**config.mk**
```make
export PLATFORM = sky130hd
export DESIGN_NAME = adsr_envelope_stereo_core
export DESIGN_NICKNAME = d
export VERILOG_FILES = /design/src/rtl/core/adsr_pkg.sv /design/src/rtl/core/adsr_ctrl.sv /design/src/rtl/core/adsr_dp.sv /design/src/rtl/core/adsr_envelope_stereo_core.sv
export VERILOG_INCLUDE_DIRS = /design/src /design/src/rtl/core
export SDC_FILE = /design/constraint.sdc
export NUM_CORES = 2
export LEC_CHECK = 0
export ABC_AREA = 1
export BUFFER_PORTS_ARGS = -buffer_cell sky130_fd_sc_hd__buf_2
export CAP_MARGIN = 25
export CORE_ASPECT_RATIO = 1.5
export CORE_MARGIN = 2
export CORE_UTILIZATION = 43
export DETAILED_ROUTE_END_ITERATION = 8
export PLACE_DENSITY = 0.68
export SLEW_MARGIN = 0
export SYNTH_ARGS = -nofsm -noshare
export SYNTH_HDL_FRONTEND = slang
export SYNTH_SLANG_ARGS = --single-unit
```
**constraint.sdc**
```tcl
create_clock -name clk -period 7.5 [get_ports clk]
set_clock_uncertainty 0.1 [all_clocks]
set_input_delay 0.75 -clock clk [delete_from_list [all_inputs] [get_ports clk]]
set_output_delay 0.75 -clock clk [all_outputs]
set_load 0.02 [all_outputs]
```
**src/rtl/core/adsr_envelope_stereo_core_assert.svh**
```systemverilog
// ----------------------------------------------------------------------------
// adsr_envelope_stereo_core assertion macros
// Concurrent assertion helpers; they compile to nothing under synthesis.
// ----------------------------------------------------------------------------
`ifndef ADSR_ENVELOPE_STEREO_CORE_ASSERT_SVH
`define ADSR_ENVELOPE_STEREO_CORE_ASSERT_SVH

`ifndef SYNTHESIS

// pre in this cycle implies post in the same cycle
`define ADSR_ASSERT_SAME(label, clk, rst_n, pre, post) \
	label: assert property (@(posedge clk) disable iff (!rst_n) (pre) |-> (post)) \
		else $error("assertion failed");

// pre in this cycle implies post in the next cycle
`define ADSR_ASSERT_NEXT(label, clk, rst_n, pre, post) \
	label: assert property (@(posedge clk) disable iff (!rst_n) (pre) |=> (post)) \
		else $error("assertion failed");

`else

`define ADSR_ASSERT_SAME(label, clk, rst_n, pre, post)
`define ADSR_ASSERT_NEXT(label, clk, rst_n, pre, post)

`endif

`endif

```
**src/rtl/core/adsr_pkg.sv**
```systemverilog
// ----------------------------------------------------------------------------
// adsr_pkg
// Shared widths, register indexes, reset values and interface types.
// ----------------------------------------------------------------------------
`default_nettype none

package adsr_pkg;

	localparam int SAMPLE_BITS    = 16;
	localparam int COUNT_BITS_DEF = 24;
	localparam int LEN_W          = 24;
	localparam int GAIN_W         = 16;
	localparam int GAIN_FRAC      = 14;
	localparam int FRAC_BITS      = 2 * GAIN_FRAC;
	localparam int CFG_IDX_W      = 3;
	localparam int CFG_DATA_W     = LEN_W;
	localparam int DIV_STEPS      = GAIN_W;
	localparam int DIV_CNT_W      = $clog2(DIV_STEPS);

	localparam logic [GAIN_W-1:0] UNITY_GAIN = GAIN_W'(1) << GAIN_FRAC;

	// register indexes
	localparam logic [CFG_IDX_W-1:0] REG_ATTACK_LEN  = 3'd0;
	localparam logic [CFG_IDX_W-1:0] REG_DECAY_LEN   = 3'd1;
	localparam logic [CFG_IDX_W-1:0] REG_RELEASE_LEN = 3'd2;
	localparam logic [CFG_IDX_W-1:0] REG_NOTE_LEN    = 3'd3;
	localparam logic [CFG_IDX_W-1:0] REG_PEAK_GAIN   = 3'd4;
	localparam logic [CFG_IDX_W-1:0] REG_OUTPUT_GAIN = 3'd5;

	// register reset values
	localparam logic [LEN_W-1:0]  RST_ATTACK_LEN  = 24'd2205;
	localparam logic [LEN_W-1:0]  RST_DECAY_LEN   = 24'd2205;
	localparam logic [LEN_W-1:0]  RST_RELEASE_LEN = 24'd2205;
	localparam logic [LEN_W-1:0]  RST_NOTE_LEN    = 24'd4410;
	localparam logic [GAIN_W-1:0] RST_PEAK_GAIN   = 16'd19661;
	localparam logic [GAIN_W-1:0] RST_OUTPUT_GAIN = 16'd16384;

	typedef struct packed {
		logic                          restart;
		logic signed [SAMPLE_BITS-1:0] left_in;
		logic signed [SAMPLE_BITS-1:0] right_in;
	} sample_t;

	typedef struct packed {
		logic signed [SAMPLE_BITS-1:0] left_out;
		logic signed [SAMPLE_BITS-1:0] right_out;
		logic                          still_playing;
	} result_t;

	typedef struct packed {
		logic take_in;
		logic eval_phase;
		logic load_num;
		logic div_step;
		logic load_gain;
		logic mul_left;
		logic mul_right;
		logic load_out;
	} dp_cmd_t;

	typedef struct packed {
		logic direct;
	} dp_stat_t;

endpackage

`default_nettype wire

```
**src/rtl/core/adsr_ctrl.sv**
```systemverilog
// ----------------------------------------------------------------------------
// adsr_ctrl
// Sequencer: steps one request through phase select, divide (skipped for a direct gain) and scaling.
// ----------------------------------------------------------------------------
`default_nettype none
`include "adsr_envelope_stereo_core_assert.svh"

module adsr_ctrl
	import adsr_pkg::*;
(
	input  wire logic     clk,
	input  wire logic     arst_n,
	input  wire logic     sample_valid,
	output logic          sample_ready,
	output logic          result_valid,
	input  wire logic     result_ready,
	input  wire dp_stat_t stat,
	output dp_cmd_t       cmd
);

	localparam logic [2:0] S_IDLE  = 3'd0;
	localparam logic [2:0] S_PHASE = 3'd1;
	localparam logic [2:0] S_NUM   = 3'd2;
	localparam logic [2:0] S_DIV   = 3'd3;
	localparam logic [2:0] S_GAIN  = 3'd4;
	localparam logic [2:0] S_MUL_L = 3'd5;
	localparam logic [2:0] S_MUL_R = 3'd6;
	localparam logic [2:0] S_DONE  = 3'd7;

	localparam logic [DIV_CNT_W-1:0] DIV_LAST = DIV_CNT_W'(DIV_STEPS - 1);

	logic [2:0]           state_q;
	logic [2:0]           state_d;
	logic [DIV_CNT_W-1:0] div_cnt_q;
	logic                 out_valid_q;
	logic                 slot_free;

	assign sample_ready = (state_q == S_IDLE);
	assign result_valid = out_valid_q;
	assign slot_free    = !out_valid_q || result_ready;

	always_comb begin
		cmd     = '0;
		state_d = state_q;
		cmd.take_in = sample_valid && sample_ready;
		unique case (state_q)
			S_IDLE: begin
				if (sample_valid) state_d = S_PHASE;
			end
			S_PHASE: begin
				cmd.eval_phase = 1'b1;
				state_d = S_NUM;
			end
			S_NUM: begin
				cmd.load_num = 1'b1;
				state_d = stat.direct ? S_GAIN : S_DIV;
			end
			S_DIV: begin
				cmd.div_step = 1'b1;
				if (div_cnt_q == DIV_LAST) state_d = S_GAIN;
			end
			S_GAIN: begin
				cmd.load_gain = 1'b1;
				state_d = S_MUL_L;
			end
			S_MUL_L: begin
				cmd.mul_left = 1'b1;
				state_d = S_MUL_R;
			end
			S_MUL_R: begin
				cmd.mul_right = 1'b1;
				state_d = S_DONE;
			end
			S_DONE: begin
				// hold until the output register is free
				cmd.load_out = slot_free;
				if (slot_free) state_d = S_IDLE;
			end
			default: begin
				state_d = S_IDLE;
			end
		endcase
	end

	always_ff @(posedge clk or negedge arst_n) begin
		if (!arst_n) begin
			state_q     <= S_IDLE;
			div_cnt_q   <= '0;
			out_valid_q <= 1'b0;
		end else begin
			state_q <= state_d;
			if (state_q == S_NUM) begin
				div_cnt_q <= '0;
			end else if (state_q == S_DIV) begin
				div_cnt_q <= div_cnt_q + 1'b1;
			end
			if (cmd.load_out) begin
				out_valid_q <= 1'b1;
			end else if (result_ready) begin
				out_valid_q <= 1'b0;
			end
		end
	end

	`ADSR_ASSERT_NEXT(a_accept_starts, clk, arst_n, sample_valid && sample_ready, state_q == S_PHASE)
	`ADSR_ASSERT_NEXT(a_direct_skips_div, clk, arst_n, state_q == S_NUM && stat.direct, state_q == S_GAIN)
	`ADSR_ASSERT_NEXT(a_div_ends, clk, arst_n, state_q == S_DIV && div_cnt_q == DIV_LAST, state_q == S_GAIN)
	`ADSR_ASSERT_NEXT(a_load_shows, clk, arst_n, cmd.load_out, result_valid)
	`ADSR_ASSERT_SAME(a_done_blocks, clk, arst_n, state_q == S_DONE && !slot_free, !cmd.load_out)

endmodule

`default_nettype wire

```
**src/rtl/core/adsr_dp.sv**
```systemverilog
// ----------------------------------------------------------------------------
// adsr_dp
// Datapath: config registers, sample counter, gain divider, channel scaling.
// ----------------------------------------------------------------------------
`default_nettype none

module adsr_dp
	import adsr_pkg::*;
#(
	parameter int COUNT_BITS = COUNT_BITS_DEF
) (
	input  wire logic                  clk,
	input  wire logic                  arst_n,
	input  wire logic                  cfg_we,
	input  wire logic [CFG_IDX_W-1:0]  cfg_index,
	input  wire logic [CFG_DATA_W-1:0] cfg_data,
	input  wire sample_t               sample,
	input  wire dp_cmd_t               cmd,
	output dp_stat_t                   stat,
	output result_t                    result
);

	localparam int CMP_W  = ((COUNT_BITS > LEN_W) ? COUNT_BITS : LEN_W) + 2;
	localparam int NUM_W  = GAIN_W + LEN_W;
	localparam int GG_W   = 2 * GAIN_W;
	localparam int PROD_W = SAMPLE_BITS + GG_W;
	localparam int RND_W  = PROD_W + 1 - FRAC_BITS;

	localparam logic [COUNT_BITS-1:0] COUNT_MAX = '1;
	localparam logic [PROD_W:0]       ROUND_ADD = (PROD_W+1)'(1) << (FRAC_BITS - 1);
	localparam logic [RND_W-1:0]      HALF      = RND_W'(1) << (SAMPLE_BITS - 1);

	// config registers
	logic [LEN_W-1:0]  attack_len_q;
	logic [LEN_W-1:0]  decay_len_q;
	logic [LEN_W-1:0]  release_len_q;
	logic [LEN_W-1:0]  note_len_q;
	logic [GAIN_W-1:0] peak_gain_q;
	logic [GAIN_W-1:0] output_gain_q;

	logic [COUNT_BITS-1:0]  count_q;
	logic [COUNT_BITS-1:0]  t_q;
	logic [COUNT_BITS-1:0]  t_next;
	logic [SAMPLE_BITS-1:0] mag_l_q;
	logic [SAMPLE_BITS-1:0] mag_r_q;
	logic                   neg_l_q;
	logic                   neg_r_q;

	// phase select
	logic [CMP_W-1:0]  t_x;
	logic [CMP_W-1:0]  a_x;
	logic [CMP_W-1:0]  d_x;
	logic [CMP_W-1:0]  r_x;
	logic [CMP_W-1:0]  n_x;
	logic [LEN_W-1:0]  e_off;
	logic [LEN_W-1:0]  rel_span;
	logic [GAIN_W-1:0] mul_a;
	logic [LEN_W-1:0]  mul_b;
	logic [NUM_W-1:0]  add_v;
	logic [LEN_W-1:0]  div_v;
	logic              direct_v;
	logic [GAIN_W-1:0] dgain_v;

	logic [GAIN_W-1:0] mul_a_q;
	logic [LEN_W-1:0]  mul_b_q;
	logic [NUM_W-1:0]  add_q;
	logic [LEN_W-1:0]  div_q;
	logic              direct_q;
	logic [GAIN_W-1:0] dgain_q;
	logic              play_q;

	// divider
	logic [NUM_W-1:0]  num;
	logic [LEN_W-1:0]  rem_q;
	logic [GAIN_W-1:0] quo_q;
	logic [LEN_W:0]    rem_sh;
	logic [LEN_W+1:0]  trial;
	logic              borrow;

	logic [GG_W-1:0]        gg_q;
	logic [PROD_W-1:0]      prod_q;
	logic [SAMPLE_BITS-1:0] res_l_q;
	result_t                result_q;

	function automatic logic [SAMPLE_BITS-1:0] round_sat(
		input logic [PROD_W-1:0] p,
		input logic              neg
	);
		logic [PROD_W:0]    sum;
		logic [RND_W-1:0]   r;
		logic [RND_W-1:0]   nr;
		sum = {1'b0, p} + ROUND_ADD;
		r   = sum[PROD_W:FRAC_BITS];
		if (neg) begin
			if (r > HALF) r = HALF;
			nr = ~r + 1'b1;
			return nr[SAMPLE_BITS-1:0];
		end
		if (r > HALF - 1'b1) r = HALF - 1'b1;
		return r[SAMPLE_BITS-1:0];
	endfunction

	always_ff @(posedge clk or negedge arst_n) begin
		if (!arst_n) begin
			attack_len_q  <= RST_ATTACK_LEN;
			decay_len_q   <= RST_DECAY_LEN;
			release_len_q <= RST_RELEASE_LEN;
			note_len_q    <= RST_NOTE_LEN;
			peak_gain_q   <= RST_PEAK_GAIN;
			output_gain_q <= RST_OUTPUT_GAIN;
		end else if (cfg_we) begin
			unique case (cfg_index)
				REG_ATTACK_LEN:  attack_len_q  <= cfg_data;
				REG_DECAY_LEN:   decay_len_q   <= cfg_data;
				REG_RELEASE_LEN: release_len_q <= cfg_data;
				REG_NOTE_LEN:    note_len_q    <= cfg_data;
				REG_PEAK_GAIN:   peak_gain_q   <= cfg_data[GAIN_W-1:0];
				REG_OUTPUT_GAIN: output_gain_q <= cfg_data[GAIN_W-1:0];
				default: ;
			endcase
		end
	end

	assign t_next = sample.restart ? '0 : count_q;

	always_ff @(posedge clk or negedge arst_n) begin
		if (!arst_n) begin
			count_q <= '0;
		end else if (cmd.take_in) begin
			// saturate so an ended note stays ended
			count_q <= (t_next != COUNT_MAX) ? t_next + 1'b1 : COUNT_MAX;
		end
	end

	always_ff @(posedge clk) begin
		if (cmd.take_in) begin
			t_q     <= t_next;
			neg_l_q <= sample.left_in[SAMPLE_BITS-1];
			neg_r_q <= sample.right_in[SAMPLE_BITS-1];
			mag_l_q <= sample.left_in[SAMPLE_BITS-1] ?
				(~$unsigned(sample.left_in) + 1'b1) : $unsigned(sample.left_in);
			mag_r_q <= sample.right_in[SAMPLE_BITS-1] ?
				(~$unsigned(sample.right_in) + 1'b1) : $unsigned(sample.right_in);
		end
	end

	assign t_x      = CMP_W'(t_q);
	assign a_x      = CMP_W'(attack_len_q);
	assign d_x      = CMP_W'(decay_len_q);
	assign r_x      = CMP_W'(release_len_q);
	assign n_x      = CMP_W'(note_len_q);
	assign e_off    = LEN_W'(t_x - a_x);
	assign rel_span = LEN_W'(n_x - t_x);

	// numerator = mul_a * mul_b + add_v, quotient by div_v
	always_comb begin
		mul_a    = peak_gain_q;
		mul_b    = LEN_W'(t_x);
		add_v    = '0;
		div_v    = attack_len_q;
		direct_v = 1'b0;
		dgain_v  = UNITY_GAIN;
		if ((attack_len_q != '0) && (t_x < a_x)) begin
			div_v = attack_len_q;
		end else if ((decay_len_q != '0) && (t_x < a_x + d_x)) begin
			mul_b = decay_len_q - e_off;
			add_v = NUM_W'(e_off) << GAIN_FRAC;
			div_v = decay_len_q;
		end else if ((release_len_q != '0) && (t_x + r_x > n_x)) begin
			if (t_x >= n_x) begin
				direct_v = 1'b1;
				dgain_v  = '0;
			end else begin
				mul_a = UNITY_GAIN;
				mul_b = rel_span;
				div_v = release_len_q;
			end
		end else begin
			direct_v = 1'b1;
		end
	end

	assign num    = NUM_W'(mul_a_q) * NUM_W'(mul_b_q) + add_q;
	assign rem_sh = {rem_q, quo_q[GAIN_W-1]};
	assign trial  = {1'b0, rem_sh} - {2'b00, div_q};
	assign borrow = trial[LEN_W+1];

	always_ff @(posedge clk) begin
		if (cmd.eval_phase) begin
			mul_a_q  <= mul_a;
			mul_b_q  <= mul_b;
			add_q    <= add_v;
			div_q    <= div_v;
			direct_q <= direct_v;
			dgain_q  <= dgain_v;
			play_q   <= (t_x + CMP_W'(1)) < n_x;
		end
		if (cmd.load_num) begin
			if (direct_q) begin
				rem_q <= '0;
				quo_q <= dgain_q;
			end else begin
				rem_q <= num[NUM_W-1:GAIN_W];
				quo_q <= num[GAIN_W-1:0];
			end
		end
		if (cmd.div_step) begin
			rem_q <= borrow ? rem_sh[LEN_W-1:0] : trial[LEN_W-1:0];
			quo_q <= {quo_q[GAIN_W-2:0], ~borrow};
		end
		if (cmd.load_gain) begin
			gg_q <= GG_W'(quo_q) * GG_W'(output_gain_q);
		end
		if (cmd.mul_left) begin
			prod_q <= PROD_W'(mag_l_q) * PROD_W'(gg_q);
		end
		if (cmd.mul_right) begin
			prod_q  <= PROD_W'(mag_r_q) * PROD_W'(gg_q);
			res_l_q <= round_sat(prod_q, neg_l_q);
		end
		if (cmd.load_out) begin
			result_q.left_out      <= res_l_q;
			result_q.right_out     <= round_sat(prod_q, neg_r_q);
			result_q.still_playing <= play_q;
		end
	end

	assign stat.direct = direct_q;
	assign result      = result_q;

endmodule

`default_nettype wire

```
**src/rtl/core/adsr_envelope_stereo_core.sv**
```systemverilog
// ----------------------------------------------------------------------------
// adsr_envelope_stereo_core
// ADSR gain envelope on a stereo sample stream, saturated 16-bit output.
// ----------------------------------------------------------------------------
// Usage:
//   sample_valid/sample_ready carry one stereo request (restart flag plus left
//   and right samples); result_valid/result_ready return one enveloped pair
//   and a still_playing flag for every request, in order.
//   The configuration port writes register cfg_index with cfg_data whenever
//   cfg_we is high; write it only while no request is in flight.
// Sequence: an accepted request steps through phase select, numerator load,
//   the restoring divider when the gain needs a division (attack, decay,
//   release ramp; not sustain or past note end), gain product, left and
//   right scaling and the output load. sample_ready is high only while the
//   sequencer is idle: a request is taken only once the last has left it.
// Stall: the output register holds a finished result while the receiver
//   stalls; the next request is still accepted and runs until its own
//   result waits for the register to free up.
// Reset: arst_n clears the sample counter, loads the register defaults and
//   drops result_valid; no clearing pass is needed.
// ----------------------------------------------------------------------------
`default_nettype none

module adsr_envelope_stereo_core
	import adsr_pkg::*;
#(
	parameter int COUNT_BITS = COUNT_BITS_DEF
) (
	input  wire logic                  clk,
	input  wire logic                  arst_n,
	input  wire logic                  cfg_we,
	input  wire logic [CFG_IDX_W-1:0]  cfg_index,
	input  wire logic [CFG_DATA_W-1:0] cfg_data,
	input  wire logic                  sample_valid,
	output logic                       sample_ready,
	input  wire sample_t               sample,
	output logic                       result_valid,
	input  wire logic                  result_ready,
	output result_t                    result
);

	// command and status between sequencer and datapath
	dp_cmd_t  cmd;
	dp_stat_t stat;

	// sequencer: phase select, divide, gain product, per-channel scale
	adsr_ctrl u_ctrl (
		.clk          (clk),
		.arst_n       (arst_n),
		.sample_valid (sample_valid),
		.sample_ready (sample_ready),
		.result_valid (result_valid),
		.result_ready (result_ready),
		.stat         (stat),
		.cmd          (cmd)
	);

	// datapath: registers, counter, divider, multipliers, output register
	adsr_dp #(
		.COUNT_BITS (COUNT_BITS)
	) u_dp (
		.clk       (clk),
		.arst_n    (arst_n),
		.cfg_we    (cfg_we),
		.cfg_index (cfg_index),
		.cfg_data  (cfg_data),
		.sample    (sample),
		.cmd       (cmd),
		.stat      (stat),
		.result    (result)
	);

endmodule

`default_nettype wire

```
# ---- After elaboration in Yosys (flattened, before gate mapping)
# Index checks and enable logic that the tools add are counted.
dict set report totals {
  ff_bits 509
  in_bits 65
  output_inout_bits 35
  word_cells 172
}
dict set report classes {
  n_addsub 15
  multipliers 4
  n_lt_le_gt_ge 8
  eq_ne 17
  muxes 63
  bitwise_logic 7
  reduce_logical 25
}
# cell count
set op_table {}
lappend op_table {{$mux W24} 14}
lappend op_table {{$mux W16} 13}
lappend op_table {{$mux W21} 9}
lappend op_table {{$mul A16 B32 Y48} 2}
lappend op_table {{$mux W48} 2}
lappend op_table {{$reduce_bool A24 Y1} 3}
lappend op_table {{$sub A24 B24 Y24} 3}
lappend op_table {{$add A16 B1 Y16 const B} 4}
lappend op_table {{$not A16 Y16} 4}
lappend op_table {{$add A24 B24 Y25} 2}
lappend op_table {{$add A48 B28 Y49 const B} 1}
lappend op_table {{$mux W15} 3}
lappend op_table {{$gt A21 B15 Y1 const B} 2}
lappend op_table {{$add A40 B40 Y40} 1}
lappend op_table {{$mul A16 B24 Y40} 1}
lappend op_table {{$mul A16 B16 Y32} 1}
lappend op_table {{$gt A26 B24 Y1} 1}
lappend op_table {{$lt A24 B26 Y1} 1}
lappend op_table {{$lt A26 B24 Y1} 1}
lappend op_table {{$sub A25 B24 Y26} 1}
lappend op_table {{$add A24 B1 Y25 const B} 1}
lappend op_table {{$add A24 B1 Y24 const B} 1}
lappend op_table {{$ge A24 B24 Y1} 1}
lappend op_table {{$lt A24 B24 Y1} 1}
lappend op_table {{other kinds (23)} 66}

# ---- Logic depth before layout (Yosys ltp)
dict set report logic_depth {
  ltp_word 10
  mapped_depth 32
  ltp_nobuf 30
}

# ---- Hierarchy
# Synthesis repeated with hierarchy kept, for this count alone.
dict set report unflattened {
  cells_unflattened 11219
  hier_area_um2 85876.1
}
# mod n_inst cells_per_inst area_per_inst_um2 seq_area_each_um2
set by_module_without_submodules {}
lappend by_module_without_submodules {adsr_dp 1 11152 85386.9 12583.3}
lappend by_module_without_submodules {adsr_ctrl 1 67 489.2 200.2}

# ---- Least setup slack after synthesis
# No wires, ideal clock.
dict set report synth_path {
  kind {register to register}
  from {register u_dp.mul_b_q[14]}
  to {register u_dp.rem_q[14] (data pin)}
  setup_ns 0.256
  arrival_time_ns 5.774
  t_required_ns 7.144
  slack_ns 1.370
  path_stages_with_launch 30
  path_buffers 2
  synth_period_minus_slack_ns 6.130
  cell_sequence {edfxtp_1 > clkbuf_1 > clkbuf_1 > nand2_1 > fa_1 > inv_1 > fa_1 > inv_1 > fa_1 > inv_1 > fa_1 > fa_1 > inv_1 > fa_1 > inv_1 > ha_1 > a21oi_1 > nor2_1 > nor2_1 > inv_1 > a21oi_1 > inv_1 > a21oi_1 > inv_1 > nand2_1 > nand2_1 > a21o_1 > or2_2 > nand3_1 > nand2_1}
}
dict set report synth_via {
  elab_chain_cells 5
}
# item line
set synth_lines {}
lappend synth_lines {{start, declared} adsr_dp.sv:65} ;# logic [LEN_W-1:0] mul_b_q;
lappend synth_lines {{start signal, assigned} adsr_dp.sv:191} ;# mul_b_q <= mul_b;
lappend synth_lines {{$mul A16 B24 Y40} adsr_dp.sv:183} ;# assign num = NUM_W'(mul_a_q) * NUM_W'(mul_b_q) + add_q;
lappend synth_lines {{$add A40 B40 Y40} adsr_dp.sv:183}
lappend synth_lines {{$mux W24} adsr_dp.sv:199} ;# if (direct_q) begin
lappend synth_lines {{$mux W24} adsr_dp.sv:198} ;# if (cmd.load_num) begin
lappend synth_lines {{$mux W24} adsr_dp.sv:207} ;# if (cmd.div_step) begin
lappend synth_lines {{end signal, assigned} adsr_dp.sv:203} ;# rem_q <= num[NUM_W-1:GAIN_W];
lappend synth_lines {{end signal, assigned} adsr_dp.sv:208} ;# rem_q <= borrow ? rem_sh[LEN_W-1:0] : trial[LEN_W-1:0];
lappend synth_lines {{end, declared} adsr_dp.sv:74} ;# logic [LEN_W-1:0] rem_q;
# Every way passes these cells. The select of a mux whose other input is x is not followed.
# A chain may end at the register's enable or synchronous reset.

# ---- Final worst setup path
dict set report layout_path {
  from {register u_dp.mag_l_q[3]}
  to {register u_dp.prod_q[42] (data pin)}
}
dict set report layout_via {
  elab_chain_cells 3
}
# item line
set layout_lines {}
lappend layout_lines {{start, declared} adsr_dp.sv:44} ;# logic [SAMPLE_BITS-1:0] mag_l_q;
lappend layout_lines {{start signal, assigned} adsr_dp.sv:140} ;# mag_l_q <= sample.left_in[SAMPLE_BITS-1] ?
lappend layout_lines {{$mul A16 B32 Y48} adsr_dp.sv:215} ;# prod_q <= PROD_W'(mag_l_q) * PROD_W'(gg_q);
lappend layout_lines {{$mux W48} adsr_dp.sv:214} ;# if (cmd.mul_left) begin
lappend layout_lines {{$mux W48} adsr_dp.sv:217} ;# if (cmd.mul_right) begin
lappend layout_lines {{end signal, assigned} adsr_dp.sv:215}
lappend layout_lines {{end signal, assigned} adsr_dp.sv:218} ;# prod_q <= PROD_W'(mag_r_q) * PROD_W'(gg_q);
lappend layout_lines {{end, declared} adsr_dp.sv:81} ;# logic [PROD_W-1:0] prod_q;
# Every way passes these cells. The select of a mux whose other input is x is not followed.

==> reports/metrics.cfg <==
[route]
via_count = 73500
routed_wl_um = 281000
drt_pass1_iterations = 6
ant_nets = 0
drt_iter0_markers = 3980
wl_per_cell_um = 20.3
drc = 0
viasPerCell = 5.32

[cts]
clk_path_buf_depth = 3
cts_tree = done
clock_insertion_delay_worst_skew_ns = 0.73
post-cts-setup-buffers = 0
cts-root-buf = clkbuf_16
htreeDepth = 2
path_clk_slew_ns = 0.07
cts.sinks = 451
cts_resized = 0
cts_buffers = 53
cts_hold_buffers = 0

[cells_and_area]
layout-drive-gt1-share_pct = 5.02
seqCellArea_um2 = 12800
fill_cells = 19400
area_delta_synth_final_pct = 7.46
fin_util_pct = 46.5
num-nets-final = 13200
multiInputGateArea_um2 = 60400

[sta]
relSlewSlack_pct = 19.2
layout_min_cycle_time_ns = 7.43
setup_slack_ns = 0.0746
rsz0062_at_grt = false
finalSetupTns_ns = 0
tightestPinTransition_ns = 1.20
max_freq_mhz = 135
fin_crit_sh_pct = 99.0
setup_viol = 0
hold_viol_final = 0
slew_violations = 0

[floorplanning]
die_h_um = 550
fp-row-count = 200
io_pins = 100
start_util_pct = 43.3
dieArea_um2 = 203000
dieWidth_um = 368
coreArea_um2 = 198000

[logic_synthesis]
synth_area_leaders = fa_1 (32%), nand2_1 (13%), inv_1 (12%), edfxtp_1 (10%), ha_1 (9.9%)
synth_top_family_by_area = adder cells
async_flop_share_pct = 35.5
syn_nets = 13300
yosysWarnings = 0
synth_ff_type = edfxtp_1
synth_top_area_cell = fa_1
syn_avg_cell_area_um2 = 7.66
synth_edf_count = 291
synthXorXnorAreaFrac_pct = 2.47
synth_top_cell_area_share_pct = 31.9
syn_inst = 11200
ys_types = 73
ys_seq_area_share_pct = 14.9
synthSimpleGateAreaFrac_pct = 18.6
syn_area_um2 = 85500
synth_compound_area_share_pct = 7.65
synth_seq_cells = 451
yosys.area_share.adder_pct = 41.8
synth_mux_area_share_pct = 0

[grt]
grt_pass1_wl_um = 437000
track_usage_pct = 28.0
overflow = 0
grt_pass1_vias = 81800
grt_max_degree = 96
antenna_found_initial = 6

[critical_path]
cp_max_fo = 16
cp.required_ns = 7.89
path_class = flip-flop to flip-flop
worstSetupStartpointType = flip-flop
cp_data_arrival_time_ns = 7.81
endpoint_kind = flip-flop

[place]
gp_congestion = 1.05
dp_hpwl_um = 232000
dp_slack_ns = 0.223
io_buffers = 99

[flow_run]
max-cap-violations = 0

[min_path]
hp-class = input port to async pin

[status]
outcome = finished clean

-- layout by cell type, fill, tap and decap left out, types with 36 or more instances in the layout --
master     synthesis  layout
nand2_1         3027    3026
o21ai_0          488     488
a21oi_1          419     419
edfxtp_1         291     291
xor2_1           147     147
nand3_1          253     253
clkbuf_16          0      54
nor2_1           447     440
nor3_1            79      78
nand4_1           58      58
ha_1             675     675
buf_4              5     216
buf_12             0      36
fa_1            1364    1364
inv_1           2834    2834
buf_2             23      99
a31oi_1           56      56
dfrtp_1          127     127
xnor2_1           89      89
o21bai_1          43      43
-- registers in the layout, summed over array words and instances, names as in the netlist, 21 cells and up --
register and count:
u_dp.count_q 24, u_dp.note_len_q 24, u_dp.rem_q 24, u_dp.release_len_q 24
u_dp.prod_q 21, u_dp.add_q 24, u_dp.gg_q 32, u_dp.decay_len_q 24
u_dp.attack_len_q 24, u_dp.result 33, u_dp.div_q 24, u_dp.t_q 24
u_dp.mul_b_q 24
-- cell families after synthesis --
| logic type | after synthesis |
|---|---|
| AOI/OAI and AO/OA | 1177 |
| xor gates and xnor gates | 239 |
| adders and majority gates | 2039 |
| buffers and inverters | 3286 |
| DFF | 451 |
| and+or+nand+nor | 3973 |
-- path summary, 6_finish.rpt --
| path | slack, ns | endpoint | start | cells after the start |
|---|---|---|---|---|
| min in group clk | 0.20 | u_dp.mag_r_q[0] | sample[0] | 1 |
| hold reg to reg | 0.32 | u_dp.result[25] | u_dp.res_l_q[8] | 0 |
| hold / removal | 0.02 | u_dp.note_len_q[14] | arst_n | 1 |
| max in group asynchronous | 6.20 | u_dp.attack_len_q[23] | arst_n | 3 |
| setup reg to reg | 0.07 | u_dp.prod_q[42] | u_dp.mag_l_q[3] | 25 |
| setup / recovery | 0.07 | u_dp.prod_q[42] | u_dp.mag_l_q[3] | 25 |
-- worst max-delay path, cell delays in order, from the launching register on --
cell and delay [ns]:
edfxtp_1 0.93, buf_4 0.33, nand2_1 0.09, fa_1 0.50
inv_1 0.06, fa_1 0.53, inv_1 0.06, fa_1 0.51
inv_1 0.06, fa_1 0.46, fa_1 0.52, inv_1 0.05
fa_1 0.47, inv_1 0.04, ha_1 0.30, nand2_1 0.16
inv_1 0.06, a21oi_1 0.32, a21boi_0 0.56, nor3_1 0.14
o21ai_0 0.19, buf_4 0.15, nand3_1 0.20, o21ai_0 0.26
buf_4 0.16, nand2_1 0.04
-- per-layer routing --
| layer | routed length, µm | vias up | track usage [%] | share of wire [%] |
|---|---|---|---|---|
| li1 | - | 33300 | - | - |
| met1 | 87600 | 36000 | 25.2 | 31 |
| met2 | 149000 | 2813 | 53.8 | 53 |
| met3 | 13400 | 1407 | 3.67 | 4.8 |
| met4 | 31100 | 6 | 25.3 | 11 |
| met5 | 35 | - | 0 | 0.012 |
-- synth_stat cells, types with 4 or more instances --
library cell	n
a211oi_1	7
a21boi_0	15
a21o_1	29
a21oi_1	419
a221oi_1	5
a22o_1	4
a22oi_1	7
a31oi_1	56
buf_1	5
buf_2	23
buf_4	5
clkbuf_1	402
dfrtp_1	127
dfstp_2	33
edfxtp_1	291
fa_1	1364
ha_1	675
inv_1	2834
inv_2	11
nand2_1	3027
nand2_4	6
nand3_1	253
nand3_2	5
nand3b_1	14
nand4_1	58
nor2_1	447
nor2_2	4
nor2_4	5
nor3_1	79
nor3_2	7
nor4_1	36
o211ai_1	22
o21a_1	18
o21ai_0	488
o21ai_1	17
o21bai_1	43
o221ai_1	10
o31ai_1	11
or2_2	11
xnor2_1	89
xor2_1	147
-- final cells by class --
| type | instances | area share [%] |
|---|---|---|
| multi-input combinational | 7428 | 65.7 |
| inverter | 2848 | 11.6 |
| tap | 2626 | 3.57 |
| clock buffer | 66 | 1.53 |
| antenna | 2 | 0.00545 |
| clock inverter | 34 | 0.407 |
| sequential | 451 | 13.9 |
| timing repair buffer | 356 | 3.22 |
-- metrics by stage --
| stage | std cells | hold slack [ns] | area (µm²) |
|---|---|---|---|
| global placement | 13700 | 0.302 | 89900 |
| floorplan | 11200 | 0.300 | 85500 |
| CTS | 13800 | 0.0818 | 91700 |
| finish | 13800 | 0.0205 | 91900 |
| global route | 13800 | 0.103 | 91900 |
| detailed placement | 13700 | 0.307 | 90000 |
Power is not shown: default switching activity piles up to over one toggle a cycle in this logic, so the estimate is an artifact.
